### config.mk
export PLATFORM = sky130hd
export DESIGN_NAME = i2c_master_transfer_sequencer
export DESIGN_NICKNAME = d
export VERILOG_FILES = /design/src/rtl/i2cmts_pkg.sv /design/src/rtl/i2cmts_step.sv /design/src/rtl/i2c_master_transfer_sequencer.sv
export SDC_FILE = /design/constraint.sdc
export NUM_CORES = 1
export LEC_CHECK = 0
export ABC_AREA = 1
export BUFFER_PORTS_ARGS = -buffer_cell sky130_fd_sc_hd__clkbuf_2
export CAP_MARGIN = 25
export CORE_MARGIN = 1
export CORE_UTILIZATION = 55
export CTS_BUF_LIST = sky130_fd_sc_hd__clkbuf_16
export CTS_CLUSTER_SIZE = 24
export DETAILED_ROUTE_END_ITERATION = 8
export PLACE_DENSITY = 0.86
export SYNTH_ARGS = -nofsm -noshare
export SYNTH_HDL_FRONTEND = slang
export SYNTH_HIERARCHICAL = 1
export SYNTH_SLANG_ARGS = --single-unit
### constraint.sdc
create_clock -name clk_i -period 4.4 [get_ports clk_i]
set_clock_uncertainty 0.15 [all_clocks]
set_input_delay 0.22 -clock clk_i [delete_from_list [all_inputs] [get_ports clk_i]]
set_output_delay 0.22 -clock clk_i [all_outputs]
set_load 0.05 [all_outputs]
### src/rtl/i2cmts_pkg.sv
// Types and constants of the I2C master transfer sequencer.
// Used by the step logic, the top level and the checker.
package i2cmts_pkg;

  // Longest transfer, in bytes
  localparam logic [7:0] MAX_LEN = 8'd255;

  typedef enum logic [1:0] {
    REQ_START_WR = 2'd0,
    REQ_START_RD = 2'd1,
    REQ_EVENT    = 2'd2,
    REQ_ERROR    = 2'd3
  } req_e;

  typedef enum logic [1:0] {
    ST_IDLE = 2'd0,
    ST_BUSY = 2'd1,
    ST_OK   = 2'd2,
    ST_ERR  = 2'd3
  } status_e;

  // Bus event flag positions
  localparam int unsigned EV_SB   = 0;
  localparam int unsigned EV_ADDR = 1;
  localparam int unsigned EV_BTF  = 2;
  localparam int unsigned EV_RXNE = 3;
  localparam int unsigned EV_TXE  = 4;

  // Bus error flag positions
  localparam int unsigned ER_BERR = 0;
  localparam int unsigned ER_ARLO = 1;
  localparam int unsigned ER_AF   = 2;

  typedef struct packed {
    logic [1:0] req_type;
    logic [6:0] dev_addr;
    logic [7:0] xfer_length;
    logic [4:0] event_flags;
    logic [2:0] error_flags;
    logic [7:0] rx_byte;
    logic [7:0] tx_byte;
  } req_t;

  typedef struct packed {
    logic              read_dir;
    logic [7:0]        addr_byte;
    logic [7:0]        total_len;
    logic signed [9:0] remaining;
    logic [7:0]        pointer;
    logic              busy;
  } state_t;

  typedef struct packed {
    logic       send_start;
    logic       send_stop;
    logic       dreg_write;
    logic [7:0] dreg_value;
    logic       rx_valid;
    logic [7:0] rx_value;
    logic [7:0] buf_pointer;
    logic [1:0] xfer_status;
    logic [7:0] byte_count;
  } result_t;

endpackage

### src/rtl/i2cmts_step.sv
// Decision logic for one word: next transfer state and bus actions.
// Depends on i2cmts_pkg.
module i2cmts_step import i2cmts_pkg::*; (
  input  req_t    req_i,
  input  state_t  state_i,
  output state_t  state_o,
  output result_t res_o
);

  logic [7:0]        len;
  logic signed [9:0] rem_dec;
  logic              done_ok;
  logic              done_err;
  logic              ev_sb, ev_addr, ev_btf, ev_rxne, ev_txe;

  assign len     = (req_i.xfer_length > MAX_LEN) ? MAX_LEN : req_i.xfer_length;
  assign rem_dec = state_i.remaining - 10'sd1;
  assign ev_sb   = req_i.event_flags[EV_SB];
  assign ev_addr = req_i.event_flags[EV_ADDR];
  assign ev_btf  = req_i.event_flags[EV_BTF];
  assign ev_rxne = req_i.event_flags[EV_RXNE];
  assign ev_txe  = req_i.event_flags[EV_TXE];

  // Decide the bus actions and update the transfer state
  always_comb begin
    state_o  = state_i;
    res_o    = '0;
    done_ok  = 1'b0;
    done_err = 1'b0;
    res_o.xfer_status = ST_BUSY;

    case (req_e'(req_i.req_type))
      REQ_START_WR, REQ_START_RD: begin
        if (req_i.req_type == REQ_START_RD && len == 8'd0) begin
          // empty read finishes at once
          res_o.xfer_status = ST_OK;
        end else begin
          state_o.read_dir  = req_i.req_type[0];
          state_o.addr_byte = {req_i.dev_addr, req_i.req_type[0]};
          state_o.total_len = len;
          state_o.remaining = signed'({2'b00, len});
          state_o.pointer   = 8'd0;
          state_o.busy      = 1'b1;
          res_o.send_start  = 1'b1;
        end
      end
      REQ_EVENT: begin
        if (!state_i.busy) begin
          res_o.xfer_status = ST_IDLE;
        end else begin
          if (ev_sb) begin
            res_o.dreg_write = 1'b1;
            res_o.dreg_value = state_i.addr_byte;
          end
          // single-byte read: stop right at address acknowledge
          if (ev_addr && state_i.read_dir && state_i.total_len == 8'd1) begin
            res_o.send_stop = 1'b1;
          end
          if (!ev_sb) begin
            if (state_i.read_dir && (ev_btf || ev_rxne)) begin
              res_o.rx_valid    = 1'b1;
              res_o.rx_value    = req_i.rx_byte;
              state_o.pointer   = state_i.pointer + 8'd1;
              state_o.remaining = rem_dec;
              if (rem_dec <= 10'sd0) begin
                done_ok = 1'b1;
              end else if (rem_dec == 10'sd1) begin
                res_o.send_stop = 1'b1;
              end
            end else if (!state_i.read_dir && (ev_btf || ev_txe)) begin
              res_o.dreg_write  = 1'b1;
              state_o.remaining = rem_dec;
              if (state_i.remaining > 10'sd0) begin
                res_o.dreg_value = req_i.tx_byte;
                state_o.pointer  = state_i.pointer + 8'd1;
              end else if (state_i.remaining == 10'sd0) begin
                // all sent: stop, together with a dummy write
                res_o.send_stop = 1'b1;
              end else begin
                done_ok = 1'b1;
              end
            end
          end
        end
      end
      REQ_ERROR: begin
        if (!state_i.busy) begin
          res_o.xfer_status = ST_IDLE;
        end else begin
          done_err        = |req_i.error_flags;
          res_o.send_stop = req_i.error_flags[ER_AF];
        end
      end
      default: begin
        res_o.xfer_status = ST_IDLE;
      end
    endcase

    // Close the transfer
    if (done_err) begin
      state_o.busy      = 1'b0;
      res_o.xfer_status = ST_ERR;
    end else if (done_ok) begin
      state_o.busy      = 1'b0;
      res_o.xfer_status = ST_OK;
      res_o.byte_count  = state_i.total_len;
    end

    res_o.buf_pointer = state_o.pointer;
  end

endmodule

### src/rtl/i2c_master_transfer_sequencer.sv
// I2C master transfer sequencer
//
// Input channel (in_valid_i / in_stall_o) takes one word per request: a start
// of a write or read transfer, a set of bus event flags, or a set of bus error
// flags. Output channel (out_valid_o / out_stall_i) returns exactly one word
// per input word: START/STOP requests, a data register write, a received byte
// for the buffer, the buffer pointer, transfer status and byte count.
//
// An accepted word sits in the input register until the result register is
// free, then is decided and moves into the result register, which drives
// out_valid_o. The decision is one pass of short logic on the held transfer
// state, so one word is accepted per cycle while the output is drained.
//
// When the receiver stalls, the result register holds its word and the input
// register holds the next one; in_stall_o rises only once both are full.
// Reset empties both registers and clears the transfer state to idle.
// Depends on i2cmts_pkg and i2cmts_step.
module i2c_master_transfer_sequencer import i2cmts_pkg::*; (
  input  logic       clk_i,
  input  logic       rst_ni,
  input  logic       in_valid_i,
  output logic       in_stall_o,
  input  logic [1:0] req_type_i,
  input  logic [6:0] dev_addr_i,
  input  logic [7:0] xfer_length_i,
  input  logic [4:0] event_flags_i,
  input  logic [2:0] error_flags_i,
  input  logic [7:0] rx_byte_i,
  input  logic [7:0] tx_byte_i,
  output logic       out_valid_o,
  input  logic       out_stall_i,
  output logic       send_start_o,
  output logic       send_stop_o,
  output logic       dreg_write_o,
  output logic [7:0] dreg_value_o,
  output logic       rx_valid_o,
  output logic [7:0] rx_value_o,
  output logic [7:0] buf_pointer_o,
  output logic [1:0] xfer_status_o,
  output logic [7:0] byte_count_o
);

  req_t    in_q;
  logic    in_valid_q, in_valid_d;
  state_t  state_q, state_d;
  result_t res_q, res_d;
  logic    out_valid_q, out_valid_d;
  logic    out_free, advance, in_take;

  // Handshake and flow
  assign out_free   = !out_valid_q || !out_stall_i;
  assign advance    = in_valid_q && out_free;
  assign in_stall_o = in_valid_q && !out_free;
  assign in_take    = in_valid_i && !in_stall_o;

  assign in_valid_d  = in_take ? 1'b1 : (advance ? 1'b0 : in_valid_q);
  assign out_valid_d = advance ? 1'b1 : (out_free ? 1'b0 : out_valid_q);

  i2cmts_step u_step (
    .req_i   (in_q),
    .state_i (state_q),
    .state_o (state_d),
    .res_o   (res_d)
  );

  // Hold control and transfer state
  always_ff @(posedge clk_i or negedge rst_ni) begin
    if (!rst_ni) begin
      in_valid_q  <= 1'b0;
      out_valid_q <= 1'b0;
      state_q     <= '0;
    end else begin
      in_valid_q  <= in_valid_d;
      out_valid_q <= out_valid_d;
      if (advance) begin
        state_q <= state_d;
      end
    end
  end

  // Capture the input word
  always_ff @(posedge clk_i) begin
    if (in_take) begin
      in_q <= '{req_type:    req_type_i,
                dev_addr:    dev_addr_i,
                xfer_length: xfer_length_i,
                event_flags: event_flags_i,
                error_flags: error_flags_i,
                rx_byte:     rx_byte_i,
                tx_byte:     tx_byte_i};
    end
  end

  // Capture the result word
  always_ff @(posedge clk_i) begin
    if (advance) begin
      res_q <= res_d;
    end
  end

  assign out_valid_o   = out_valid_q;
  assign send_start_o  = res_q.send_start;
  assign send_stop_o   = res_q.send_stop;
  assign dreg_write_o  = res_q.dreg_write;
  assign dreg_value_o  = res_q.dreg_value;
  assign rx_valid_o    = res_q.rx_valid;
  assign rx_value_o    = res_q.rx_value;
  assign buf_pointer_o = res_q.buf_pointer;
  assign xfer_status_o = res_q.xfer_status;
  assign byte_count_o  = res_q.byte_count;

endmodule

# ---- Yosys cells after proc, flatten, opt, wreduce, memory -nomap -nowiden
# Index checks and enable logic that the tools add are counted.
# W data, S select, Z words.
dict set report totals {
  inputBits 45
  elab_cells 124
  ff_bits 117
  out_inout_bits 40
}
dict set report classes {
  mux 45
  n_reduce_logical 34
  magnitude_cmp 3
  n_bitwise 5
  n_addsub 2
  eq_ne 10
}
# operator count
set ops {}
lappend ops {{$mux W18} 4}
lappend ops {{$mux W19} 3}
lappend ops {{$mux W9} 4}
lappend ops {{$pmux W18 S2} 1}
lappend ops {{$mux W1} 26}
lappend ops {{$mux W8} 3}
lappend ops {{$eq A10 B2 Y1 const B} 1}
lappend ops {{$gt A10 B1 Y1 const B} 1}
lappend ops {{$le A10 B1 Y1 const B} 1}
lappend ops {{$logic_not A10 Y1} 1}
lappend ops {{$mux W10} 1}
lappend ops {{$sub A10 B2 Y10 const B} 1}
lappend ops {{$add A8 B1 Y8 const B} 1}
lappend ops {{$eq A8 B1 Y1 const B} 1}
lappend ops {{$gt A8 B8 Y1 const B} 1}
lappend ops {{$logic_and A1 B1 Y1} 8}
lappend ops {{$logic_not A8 Y1} 1}
lappend ops {{$reduce_or A2 Y1} 4}
lappend ops {{$ne A2 B2 Y1 const B} 3}
lappend ops {{$ne A3 B1 Y1 const B} 2}
lappend ops {{$reduce_and A3 Y1} 2}
lappend ops {{$reduce_and A6 Y1} 1}
lappend ops {{$reduce_bool A2 Y1} 3}
lappend ops {{$reduce_or A3 Y1} 2}
lappend ops {{12 further kinds} 23}

# ---- Longest topological paths before layout
# Gate-level depths: netlist of run 1.
dict set report logic_depth {
  word_depth 10
  ltp_mapped 15
}

# ---- Hierarchy
# Netlist of run 1, hierarchy kept.
# module instances cells_per_inst area_each_um2
set modules_own_cells {}
lappend modules_own_cells {i2c_master_transfer_sequencer 1 246 3923.8}
lappend modules_own_cells {i2cmts_step 1 305 1532.7}

# ---- Worst setup path before layout of run 1
# Ideal clock, no wire load.
dict set report synth_path {
  kind {reg2reg}
  start {register out_valid_q (netlist: out_valid_o)}
  end {register in_q[0] (netlist name) (enable)}
  required_time_ns 3.854
  arrival_ns 1.787
  setup_ns 0.396
  setup_slack_ns 2.068
  stages_incl_launch_ff 5
  cell_sequence {dfrtp_1 nand2_2 buf_4 o21bai_1 inv_1}
}
dict set report synth_via {
  elab_chain_cells 6
}
# item line_no
set synth_lines {}
lappend synth_lines {{from (decl)} i2c_master_transfer_sequencer.sv:47} ;# logic out_valid_q, out_valid_d;
lappend synth_lines {{from (signal assigned)} i2c_master_transfer_sequencer.sv:74} ;# out_valid_q <= out_valid_d;
lappend synth_lines {{$logic_not A1 Y1} i2c_master_transfer_sequencer.sv:51} ;# assign out_free = !out_valid_q || !out_stall_i;
lappend synth_lines {{$logic_or A1 B1 Y1} i2c_master_transfer_sequencer.sv:51}
lappend synth_lines {{$logic_not A1 Y1} i2c_master_transfer_sequencer.sv:53} ;# assign in_stall_o = in_valid_q && !out_free;
lappend synth_lines {{$logic_and A1 B1 Y1} i2c_master_transfer_sequencer.sv:53}
lappend synth_lines {{$logic_not A1 Y1} i2c_master_transfer_sequencer.sv:54} ;# assign in_take = in_valid_i && !in_stall_o;
lappend synth_lines {{$logic_and A1 B1 Y1} i2c_master_transfer_sequencer.sv:54}
lappend synth_lines {{net in_take} i2c_master_transfer_sequencer.sv:48} ;# logic out_free, advance, in_take;
lappend synth_lines {{to (signal assigned)} i2c_master_transfer_sequencer.sv:84} ;# in_q <= '{req_type: req_type_i,
lappend synth_lines {{to (decl)} i2c_master_transfer_sequencer.sv:43} ;# req_t in_q;
# The timed path passes the listed nets, and every way through them passes these cells.
# A chain may end at the register's enable or synchronous reset.

# ---- Worst setup path after layout of run 1
dict set report layout_path {
  start {register out_valid_q (netlist: out_valid_o)}
  end {register res_q, in the netlist dreg_value_o[7] (enable)}
}
dict set report layout_via {
  elab_chain_cells 3
}
# item line_no
set layout_lines {}
lappend layout_lines {{$logic_not A1 Y1} i2c_master_transfer_sequencer.sv:51}
lappend layout_lines {{$logic_or A1 B1 Y1} i2c_master_transfer_sequencer.sv:51}
lappend layout_lines {{$logic_and A1 B1 Y1} i2c_master_transfer_sequencer.sv:52} ;# assign advance = in_valid_q && out_free;
lappend layout_lines {{net advance} i2c_master_transfer_sequencer.sv:48}
lappend layout_lines {{to (signal assigned)} i2c_master_transfer_sequencer.sv:97} ;# res_q <= res_d;
lappend layout_lines {{to (decl)} i2c_master_transfer_sequencer.sv:46} ;# result_t res_q, res_d;
# The timed path passes the listed nets, and every way through them passes these cells.

==> results of run 1 <==
metrics by stage:
step	instance area [µm²]	hold slack (ns)	setup slack, ns	total power [µW]	utilization [%]
after detailed placement	5889	0.2486	2.153	1954	62.55
after global placement	5889	0.2467	2.218	1930	62.55
after floorplan	5456	-0.2256	2.068	1812	-
after global routing	6933	0.02904	1.922	3497	73.63
after CTS	6913	0.2377	2.101	3349	73.42
final	6933	-0.00008465	2.075	3381	73.63
Yosys cell counts (2+ instances only):
cell type,number,share of area (%)
sky130_fd_sc_hd__buf_4,15,2.1
sky130_fd_sc_hd__edfxtp_1,79,43
sky130_fd_sc_hd__nand3_1,52,4.8
sky130_fd_sc_hd__nand2_4,2,0.41
sky130_fd_sc_hd__nand2b_1,8,0.92
sky130_fd_sc_hd__clkbuf_1,2,0.14
sky130_fd_sc_hd__ha_1,5,1.1
sky130_fd_sc_hd__nand4_1,9,1.0
sky130_fd_sc_hd__nand2_2,7,0.80
sky130_fd_sc_hd__xor2_1,6,0.96
sky130_fd_sc_hd__o21ai_0,29,2.7
sky130_fd_sc_hd__nor2_2,6,0.69
sky130_fd_sc_hd__nor2_4,3,0.62
sky130_fd_sc_hd__o211ai_1,4,0.55
sky130_fd_sc_hd__nor2_1,39,2.7
sky130_fd_sc_hd__inv_2,6,0.41
sky130_fd_sc_hd__nand2_1,142,9.8
sky130_fd_sc_hd__inv_1,55,3.8
sky130_fd_sc_hd__dfrtp_1,38,17
sky130_fd_sc_hd__buf_6,4,0.83
sky130_fd_sc_hd__a21oi_2,2,0.32
sky130_fd_sc_hd__o22ai_1,3,0.34
sky130_fd_sc_hd__nand3_2,2,0.37
sky130_fd_sc_hd__nor3_1,4,0.37
sky130_fd_sc_hd__o21bai_1,5,0.69
sky130_fd_sc_hd__a21oi_1,15,1.4
sky130_fd_sc_hd__buf_2,2,0.18
sequential cells by signal, summed over array words and instances, names as in the netlist:
name	flops
buf_pointer_o	8
byte_count_o	8
dreg_value_o	8
dreg_write_o	1
in_q	41
in_valid_q	1
out_valid_o	1
rx_valid_o	1
rx_value_o	8
send_start_o	1
send_stop_o	1
state_q	36
xfer_status_o	2
critical path: cells and delay by family, from the launching register on:
| family | cells | cell delay (ns) |
|---|---|---|
| and+or+nand+nor | 2 | 0.35 |
| buffers and inverters | 2 | 1.08 |
| DFF | 1 | 0.39 |
per-layer routing:
metal	up-vias	track usage (%)	part of all wire [%]	routed length [µm]
met5	-	0	0	0
met4	0	14.83	3.7	514
met3	39	5.935	7.1	979
met2	279	49.58	52	7137
met1	2141	32.75	37	5090
li1	2084	-	-	-
cell usage in the layout, fill, tap and decap left out, types with 9 or more instances in the layout:
cell | Yosys | final
sky130_fd_sc_hd__nor2_1 | 39 | 39
sky130_fd_sc_hd__nand4_1 | 9 | 9
sky130_fd_sc_hd__nand2_1 | 142 | 142
sky130_fd_sc_hd__o21ai_0 | 29 | 29
sky130_fd_sc_hd__edfxtp_1 | 79 | 79
sky130_fd_sc_hd__a21oi_1 | 15 | 15
sky130_fd_sc_hd__clkbuf_16 | 0 | 17
sky130_fd_sc_hd__inv_1 | 55 | 55
sky130_fd_sc_hd__dlygate4sd3_1 | 0 | 43
sky130_fd_sc_hd__nand3_1 | 52 | 52
sky130_fd_sc_hd__dfrtp_1 | 38 | 38
sky130_fd_sc_hd__clkbuf_2 | 0 | 84
cell families after synthesis:
| family | share of synthesized area (%) |
|---|---|
| AND/OR/NAND/NOR | 22.43 |
| flip-flops | 60.90 |
| buffers and inverters | 7.475 |
| adder cells (fa/ha/maj) | 1.147 |
| AO/OA/AOI/OAI | 6.788 |
| XOR/XNOR | 1.261 |
worst max path at each step:
stage,depth (start not counted),endpoint,slack (ns)
after floorplan,4,in_q[0],2.07
after global placement,4,xfer_status_o[0],2.22
after detailed placement,4,xfer_status_o[0],2.15
after CTS,4,byte_count_o[4],2.10
after global routing,13,state_q[6],1.92
final,4,dreg_value_o[7],2.07
area by class of cell:
type / instances / area share, %
Clock inverter: 15 / 2.418
Sequential cell: 117 / 47.93
Tap cell: 129 / 2.328
Inverter: 61 / 3.303
Multi-Input combinational cell: 349 / 24.89
Clock buffer: 17 / 6.136
Timing Repair Buffer: 132 / 12.99
power breakdown:
group	total [µW]	leakage, µW	internal, µW	switching [µW]
Clock	1380	0.000275	847	537
Sequential	1390	0.00126	1300	93.3
Combinational	602	0.00160	183	419
Total	3380	0.00313	2330	1050
==> flow_metrics.tcl, run 1 <==
set metrics [dict create \
    grt-ovfl-total 0 \
    design.die.area_um2 10320 \
    p_leak_uw 0.003134 \
    maxSlewViolCount 0 \
    grt_start_max_net_pins 42 \
    rows 35 \
    residual_drc_count 0 \
    tritoncts_num_sinks 117 \
    number_of_enable_flip_flop_cells_after_synthesis 79 \
    number_of_global_route_vias_before_repair 4452 \
    clock.fmax_mhz 430.1 \
    worst_setup_path_category "register to register" \
    cp_data_arrival_time_ns 2.25 \
    cts_tree "done" \
    slowest_delay_ns 0.65 \
    r2r_start "out_valid_o" \
    finalCritPeriodShare_pct 52.85 \
    max-vdd-ir-drop_v 0.0003505 \
    synth_ff_type "sky130_fd_sc_hd__edfxtp_1" \
    final_cells 820 \
    cts_inserted_buffers 17 \
    setup-violations-final 0 \
    yosys.cell_types.count 34 \
    initial_utilization_pct 57.95 \
    filler_cell_count 619 \
    ctsRootBufferMaster "sky130_fd_sc_hd__clkbuf_16" \
    maxSlewHeadroom_pct 51.06 \
    multiInputGateArea_um2 1725 \
    synthesis_to_layout_area_growth_pct 27.06 \
    wire_length_of_the_first_global_routing_pass_um 21540 \
    number_of_antenna_violations_at_the_first_check_in_global_routing 0 \
    critPathSlowestCell "sky130_fd_sc_hd__inv_1" \
    violations "hold timing" \
    timing_worst_slew_pin_value_ns 0.7333 \
    routed-via-count 4543 \
    hpwl_um 8141 \
    min_path_type "primary input to async pin" \
    finalHoldViolCount 1 \
    syn_avg_cell_area_um2 9.903 \
    setup.worst_path.start_class "register" \
    ff2ff_path_depth 4 \
    avgViaCountPerCell 5.540 \
    ys_seq_area_share_pct 60.90 \
    critPathRequiredTime_ns 4.32 \
    seq_area_um2 3323 \
    syn-instance-count 551 \
    synth_area_um2 5456 \
    placed_cells_incl_taps 744 \
    postCtsHoldBufs 43 \
    drt-total-wl_um 13720 \
    first_iter_violations 393 \
    buffer_ports.inserted 84 \
    period_needed_ns 2.325 \
    gp_congestion 0.8973 \
    final_nets 728 \
    ys.warnings.count 6 \
    cts_buffer_depth 2 \
    critical_path.reg2reg.endpoint "dreg_value_o[7]" \
    placeableCoreArea_um2 9415 \
    final_antenna_net_count 0 \
    final_layout_size_suffix_gt1_share_pct 21.85 \
    final.hold.worst_slack_ns -0.00008465 \
    wire_per_inst_um 16.73 \
    maxCapViolations 0 \
    diodes 0 \
    power_per_cell_area_nw_per_um2 487.6 \
    flop_and_latch_count_out_of_synthesis 117 \
    clock_tree.htree_level_count 4 \
    clk_latency_ns 0.41 \
    detail_route.first_pass.iterations 5 \
    die-height_um 101.6 \
    clk_pin_slew_worst_paths_ns 0.06 \
    timing.critical_path.from "out_valid_o" \
    reg2reg_setup_slack_ns 2.07 \
    path_cells "nand2_2 > nand2_4 > inv_1 > buf_4" \
    unrepaired_setup_endpoints_after_global_routing "no" \
    cts_resized 0 \
    synthArstFlopShare_pct 32.48 \
    critPathMaxFanout 37 \
    finalSetupTns_ns 0 \
    postSynthNetCount 601 \
    outcome "complete, but fails checks" \
    ios 85 \
    timing.critical_path.to_type "register" \
    post-cts-setup-buffers 0 \
    dieWidth_um 101.6 \
    track_usage_pct 28.32 \
]
Note: power is estimated with default switching activity, not from simulation.
==> run 2, diff against run 1 <==
==> constraint.sdc (replaced) <==
create_clock -name clk_i -period 2.2 [get_ports clk_i]
set_clock_uncertainty 0.15 [all_clocks]
set_input_delay 0.11 -clock clk_i [delete_from_list [all_inputs] [get_ports clk_i]]
set_output_delay 0.11 -clock clk_i [all_outputs]
set_load 0.05 [all_outputs]
==> run 2 against run 1 <==
Against the previous run:
- die area stayed put
- routed wire length grew 2.0%
- the flow now finishes without violations
- non-clock buffer count increased by 10
- final cell count rose by 1.3%
==> flow_metrics.tcl, run 2 (synthesis gave the netlist of run 1 again) <==
set metrics [dict create \
    synthesis_to_layout_area_growth_pct 29.33 \
    first_iter_violations 357 \
    clk_pin_slew_worst_paths_ns 0.06 \
    final_layout_size_suffix_gt1_share_pct 24.68 \
    residual_drc_count 0 \
    filler_cell_count 608 \
    fin_worst_setup_slack_ns 0.04676 \
    setup.worst_path.start_class "register" \
    clock.fmax_mhz 464.4 \
    drt-total-wl_um 14000 \
    min_path_type "primary input to register" \
    most_common_library_cell_in_the_layout_ignoring_fill_and_taps "sky130_fd_sc_hd__nand2_1" \
    number_of_global_route_vias_before_repair 4525 \
    final_nets 738 \
    final.hold.worst_slack_ns 0.04242 \
    wire_length_of_the_first_global_routing_pass_um 21760 \
    finalHoldViolCount 0 \
    critPathMaxFanout 19 \
    cts_buffer_depth 2 \
    gp_congestion 0.8872 \
    busiest_layer "met2" \
    grt-ovfl-total 0 \
    grt_start_max_net_pins 42 \
    hpwl_um 8019 \
    cp_data_arrival_time_ns 2.30 \
    finalCritPeriodShare_pct 97.87 \
    dieWidth_um 101.6 \
    track_usage_pct 28.94 \
    maxSlewHeadroom_pct 60.73 \
    p_leak_uw 0.003172 \
    number_of_antenna_violations_at_the_first_check_in_global_routing 1 \
    timing_worst_slew_pin_value_ns 0.5890 \
    timing.critical_path.to_type "register" \
    placed_area_um2 6002 \
    max-vdd-ir-drop_v 0.0006333 \
    setup-violations-final 0 \
    clock_tree.htree_level_count 4 \
    placeableCoreArea_um2 9415 \
    placement.setup.worst_slack_ns -0.07589 \
    power_per_cell_area_nw_per_um2 957.2 \
    worst_setup_path_category "register to register" \
    critPathRequiredTime_ns 2.35 \
    cts_tree "done" \
    global_route_met1_utilization_pct 31.79 \
    biggest_register "in_q" \
    ios 85 \
    maxCapViolations 0 \
    final_antenna_net_count 0 \
    die-height_um 101.6 \
    largestRegisters "in_q: 41 flops, state_q: 36 flops" \
    tritoncts_num_sinks 117 \
    avgViaCountPerCell 5.463 \
    design.die.area_um2 10320 \
    largest_register_ffs 41 \
    rows 35 \
    grt_util_met2_pct 51.25 \
    wire_per_inst_um 16.84 \
    cts_inserted_buffers 17 \
    ctsRootBufferMaster "sky130_fd_sc_hd__clkbuf_16" \
    maxSlewViolCount 0 \
    initial_utilization_pct 57.95 \
    design_area_um2 7057 \
    most-common-layout-cells "140 x sky130_fd_sc_hd__nand2_1, 84 x sky130_fd_sc_hd__clkbuf_2, 79 x sky130_fd_sc_hd__edfxtp_1" \
    routed-via-count 4540 \
    detail_route.first_pass.iterations 7 \
    outcome "finished, final reports clean" \
    grtUsageMet3_pct 7.246 \
    clk_latency_ns 0.41 \
    period_needed_ns 2.153 \
    buffer_ports.inserted 84 \
]
run 2: worst paths after layout:
check	startpoint	endpoint	slack, ns	depth (start not counted)
setup / recovery	in_q[24]	state_q[23]	0.05	10
hold reg to reg	state_q[21]	state_q[21]	0.32	2
min in group asynchronous	rst_ni	state_q[19]	0.09	2
max in group asynchronous	rst_ni	out_valid_o	1.27	3
hold / removal	out_stall_i	state_q[32]	0.04	5
setup reg to reg	in_q[24]	state_q[23]	0.05	10
run 2: area by class of cell:
cell class	count	area, µm²	area share, %
Sequential cell	117	3324	47.11
Multi-Input combinational cell	349	1762	24.96
Clock inverter	15	156.4	2.216
Tap cell	129	161.4	2.287
Inverter	61	236.5	3.351
Timing Repair Buffer	142	988.4	14.01
Antenna cell	1	2.502	0.03546
Clock buffer	17	425.4	6.028
run 2: report_power, final:
part | switching, µW | internal (µW) | total (µW)
clock network | 1050 | 1670 | 2720
logic | 857 | 400 | 1260
registers | 180 | 2600 | 2780
total | 2080 | 4670 | 6750
run 2: layer usage:
layer	wire length (µm)	share of wire, %	vias up
met5	0	0	-
met4	493	3.5	0
met3	1026	7.3	34
met2	7321	52	294
met1	5154	37	2114
li1	-	-	2098
run 2: critical path, stage by stage, from the launching register on:
cell and delay [ns]:
sky130_fd_sc_hd__edfxtp_1 0.37, sky130_fd_sc_hd__inv_1 0.14, sky130_fd_sc_hd__nand4_1 0.22, sky130_fd_sc_hd__nor2_2 0.18
sky130_fd_sc_hd__nand3_1 0.18, sky130_fd_sc_hd__nand2_4 0.17, sky130_fd_sc_hd__inv_2 0.16, sky130_fd_sc_hd__nand2_1 0.18
sky130_fd_sc_hd__o21ai_0 0.12, sky130_fd_sc_hd__nand3_1 0.10, sky130_fd_sc_hd__nand2_1 0.06
run 2: through the flow:
step / TNS (ns) / util (%) / std cells / total power, µW
2_1_floorplan: 0 / - / 551 / 3627
3_3_place_gp: 0 / 63.75 / 754 / 3892
5_1_grt: -0.04738 / 74.95 / 831 / 7000
3_5_place_dp: -0.1127 / 63.75 / 754 / 3931
4_1_cts: 0 / 74.52 / 829 / 6703
6_report: 0 / 74.95 / 831 / 6755
run 2: timing repair:
item / in CTS / in global routing
hold endpoints to repair: 80 / 0
buffers inserted: 0 / 1
resized for setup: 3 / 12
hold buffers: 43 / 0
cloned: 0 / 0
endpoints found under the setup margin: 6 / 29
==> run 3, diff against run 2 <==
--- a/config.mk
+++ b/config.mk
@@ -13,7 +13,7 @@
 export CTS_BUF_LIST = sky130_fd_sc_hd__clkbuf_16
 export CTS_CLUSTER_SIZE = 24
 export DETAILED_ROUTE_END_ITERATION = 8
-export PLACE_DENSITY = 0.86
+export PLACE_DENSITY = 0.76
 export SYNTH_ARGS = -nofsm -noshare
 export SYNTH_HDL_FRONTEND = slang
 export SYNTH_HIERARCHICAL = 1
==> run 3 against run 2 <==
Against the previous run:
- combinational power is essentially flat
- via count is 3.1% lower
- setup slack gained 0.072 ns
- clock power rose by 7%
- highest routed layer unchanged
- first-iteration DRC count decreased by 27%
- maximum frequency rose by 3.5%
- cell area is 1.7% higher
- sequential cell count unchanged
- total power is 3.3% higher
- final cell count is 1.2% higher
- hold slack got worse by 0.028 ns
- critical path depth increased by 3
==> flow_metrics.tcl, run 3 (synthesis gave the netlist of run 1 again) <==
set metrics [dict create \
    outcome "finished, final reports clean" \
    drt-total-wl_um 13180 \
    number_of_global_route_vias_before_repair 4301 \
    dieWidth_um 101.6 \
    p_leak_uw 0.003256 \
    most_common_library_cell_in_the_layout_ignoring_fill_and_taps "sky130_fd_sc_hd__nand2_1" \
    min_path_type "primary input to register" \
    track_usage_pct 27.72 \
    final_antenna_net_count 0 \
    most-common-layout-cells "140 x sky130_fd_sc_hd__nand2_1, 84 x sky130_fd_sc_hd__clkbuf_2, 79 x sky130_fd_sc_hd__edfxtp_1" \
    rows 35 \
    largestRegisters "in_q: 41 flops, state_q: 36 flops" \
    placement.setup.worst_slack_ns 0.03429 \
    cts_tree "done" \
    critPathMaxFanout 5 \
    holdPathEnd "out_valid_o" \
    ctsRootBufferMaster "sky130_fd_sc_hd__clkbuf_16" \
    routed-via-count 4399 \
    maxSlewHeadroom_pct 66.07 \
    hold_depth 4 \
    ios 85 \
    diodes 0 \
    wire_per_inst_um 15.67 \
    path_cells "buf_4 > nor2_2 > nand2_2 > nor2_4 > nand3_2 > xor2_1 > nor2_2 > nand2_2 > nand2_4 > nand2_2 > nor2_2 > nand3_1 > nand2_1" \
    setup-violations-final 0 \
    reg2reg_setup_slack_ns 0.12 \
    buffer_ports.inserted 84 \
    slowest_delay_ns 0.40 \
    critPathRequiredTime_ns 2.40 \
    maxCapViolations 0 \
    number_of_antenna_violations_at_the_first_check_in_global_routing 0 \
    synthesis_to_layout_area_growth_pct 31.55 \
    wire_length_of_the_first_global_routing_pass_um 20820 \
    clock_tree.htree_level_count 4 \
    min-delay-start "out_stall_i" \
    avgViaCountPerCell 5.231 \
    clk_pin_slew_worst_paths_ns 0.06 \
    final_nets 749 \
    cts_inserted_buffers 17 \
    biggest_register "in_q" \
    ff2ff_path_depth 13 \
    largest_register_ffs 41 \
    timing.critical_path.to_type "register" \
    unrepaired_setup_endpoints_after_global_routing "no" \
    critPathSlowestCell "sky130_fd_sc_hd__dfrtp_1" \
    final_layout_size_suffix_gt1_share_pct 25.98 \
    grt-ovfl-total 0 \
    first_iter_violations 262 \
    tritoncts_num_sinks 117 \
    max-vdd-ir-drop_v 0.0006529 \
    clock.fmax_mhz 480.6 \
    placeableCoreArea_um2 9415 \
    cts_buffer_depth 2 \
    timing_worst_slew_pin_value_ns 0.5025 \
    residual_drc_count 0 \
    design_area_um2 7178 \
    path_delay_family "simple AND/OR/NAND/NOR gates" \
    period_needed_ns 2.081 \
    timing.critical_path.from "state_q[10]" \
    maxSlewViolCount 0 \
    gp_congestion 0.8596 \
    power_per_cell_area_nw_per_um2 971.8 \
    hpwl_um 7774 \
    clk_latency_ns 0.41 \
    detail_route.first_pass.iterations 5 \
    placed_area_um2 6020 \
    finalSetupTns_ns 0 \
    die-height_um 101.6 \
    finalCritPeriodShare_pct 94.58 \
    r2r_start "state_q[10]" \
    finalHoldViolCount 0 \
    design.die.area_um2 10320 \
    grt_start_max_net_pins 42 \
    initial_utilization_pct 57.95 \
    worst_setup_path_category "register to register" \
    setup.worst_path.start_class "register" \
    cp_data_arrival_time_ns 2.28 \
    timing.critical_path.buf_inv 1 \
    critical_path.reg2reg.endpoint "state_q[0]" \
    fin_worst_setup_slack_ns 0.1192 \
]
-- run 3: cell count changes in the layout (fill, tap and decap cells not counted), sizes merged --
| cell | previous run | this run |
|---|---|---|
| buf | 15 | 24 |
| bufinv | 2 | 3 |
| clkbuf | 101 | 102 |
| clkinv | 5 | 7 |
| clkinvlp | 7 | 3 |
| diode | 1 | 0 |
| dlygate4sd3 | 43 | 44 |
| nand2 | 151 | 152 |
-- run 3: worst max path at each step --
stage	endpoint	cells after the start
floorplan	in_q[0]	4
global placement	buf_pointer_o[5]	11
detailed placement	state_q[2]	12
CTS	state_q[1]	12
global route	state_q[3]	13
finish	state_q[0]	13
-- run 3: power by group --
part	leakage (µW)	internal [µW]	switching [µW]
Combinational	0.00169	437	849
Sequential	0.00126	2600	185
Clock	0.000305	1860	1050
-- run 3: final cells by class --
cell class,instances,area (µm²)
Sequential cell,117,3324
Fill cell,583,2237
Multi-Input combinational cell,350,1777
Timing Repair Buffer,152,1054
Clock buffer,18,450.4
Inverter,61,236.5
Clock inverter,14,175.2
Tap cell,129,161.4
-- run 3: stage by stage --
stage | total power (µW) | hold WS [ns] | cells | utilization [%]
floorplan | 3627 | -0.3356 | 551 | -
global placement | 3899 | -0.1480 | 758 | 63.93
detailed placement | 3928 | -0.1516 | 758 | 63.93
CTS | 6862 | 0.008386 | 834 | 75.26
global route | 7247 | 0.02791 | 841 | 76.24
finish | 6976 | 0.01451 | 841 | 76.24
-- run 3: metal layers --
layer  routed length, µm  track usage [%]  vias to the layer above
li1                    -                -                     2112
met1                5250            32.99                     2047
met2                6615            46.10                      211
met3                 841            6.763                       29
met4                 470            15.83                        0
met5                   0                0                        -
-- run 3: worst min-delay path: stages --
cell,delay [ns]
sky130_fd_sc_hd__clkbuf_2,0.08
sky130_fd_sc_hd__nand2_2,0.10
sky130_fd_sc_hd__buf_4,0.19
sky130_fd_sc_hd__nand2_1,0.06
-- run 3: repair_timing --
item                                   in CTS  in global routing
endpoints found under the hold margin      80                  0
hold buffers                               44                  0
gates resized for setup                     1                 13
buffers inserted                            0                  6
gates cloned                                0                  1
setup endpoints to repair                   1                 24
pin swaps                                   0                  3
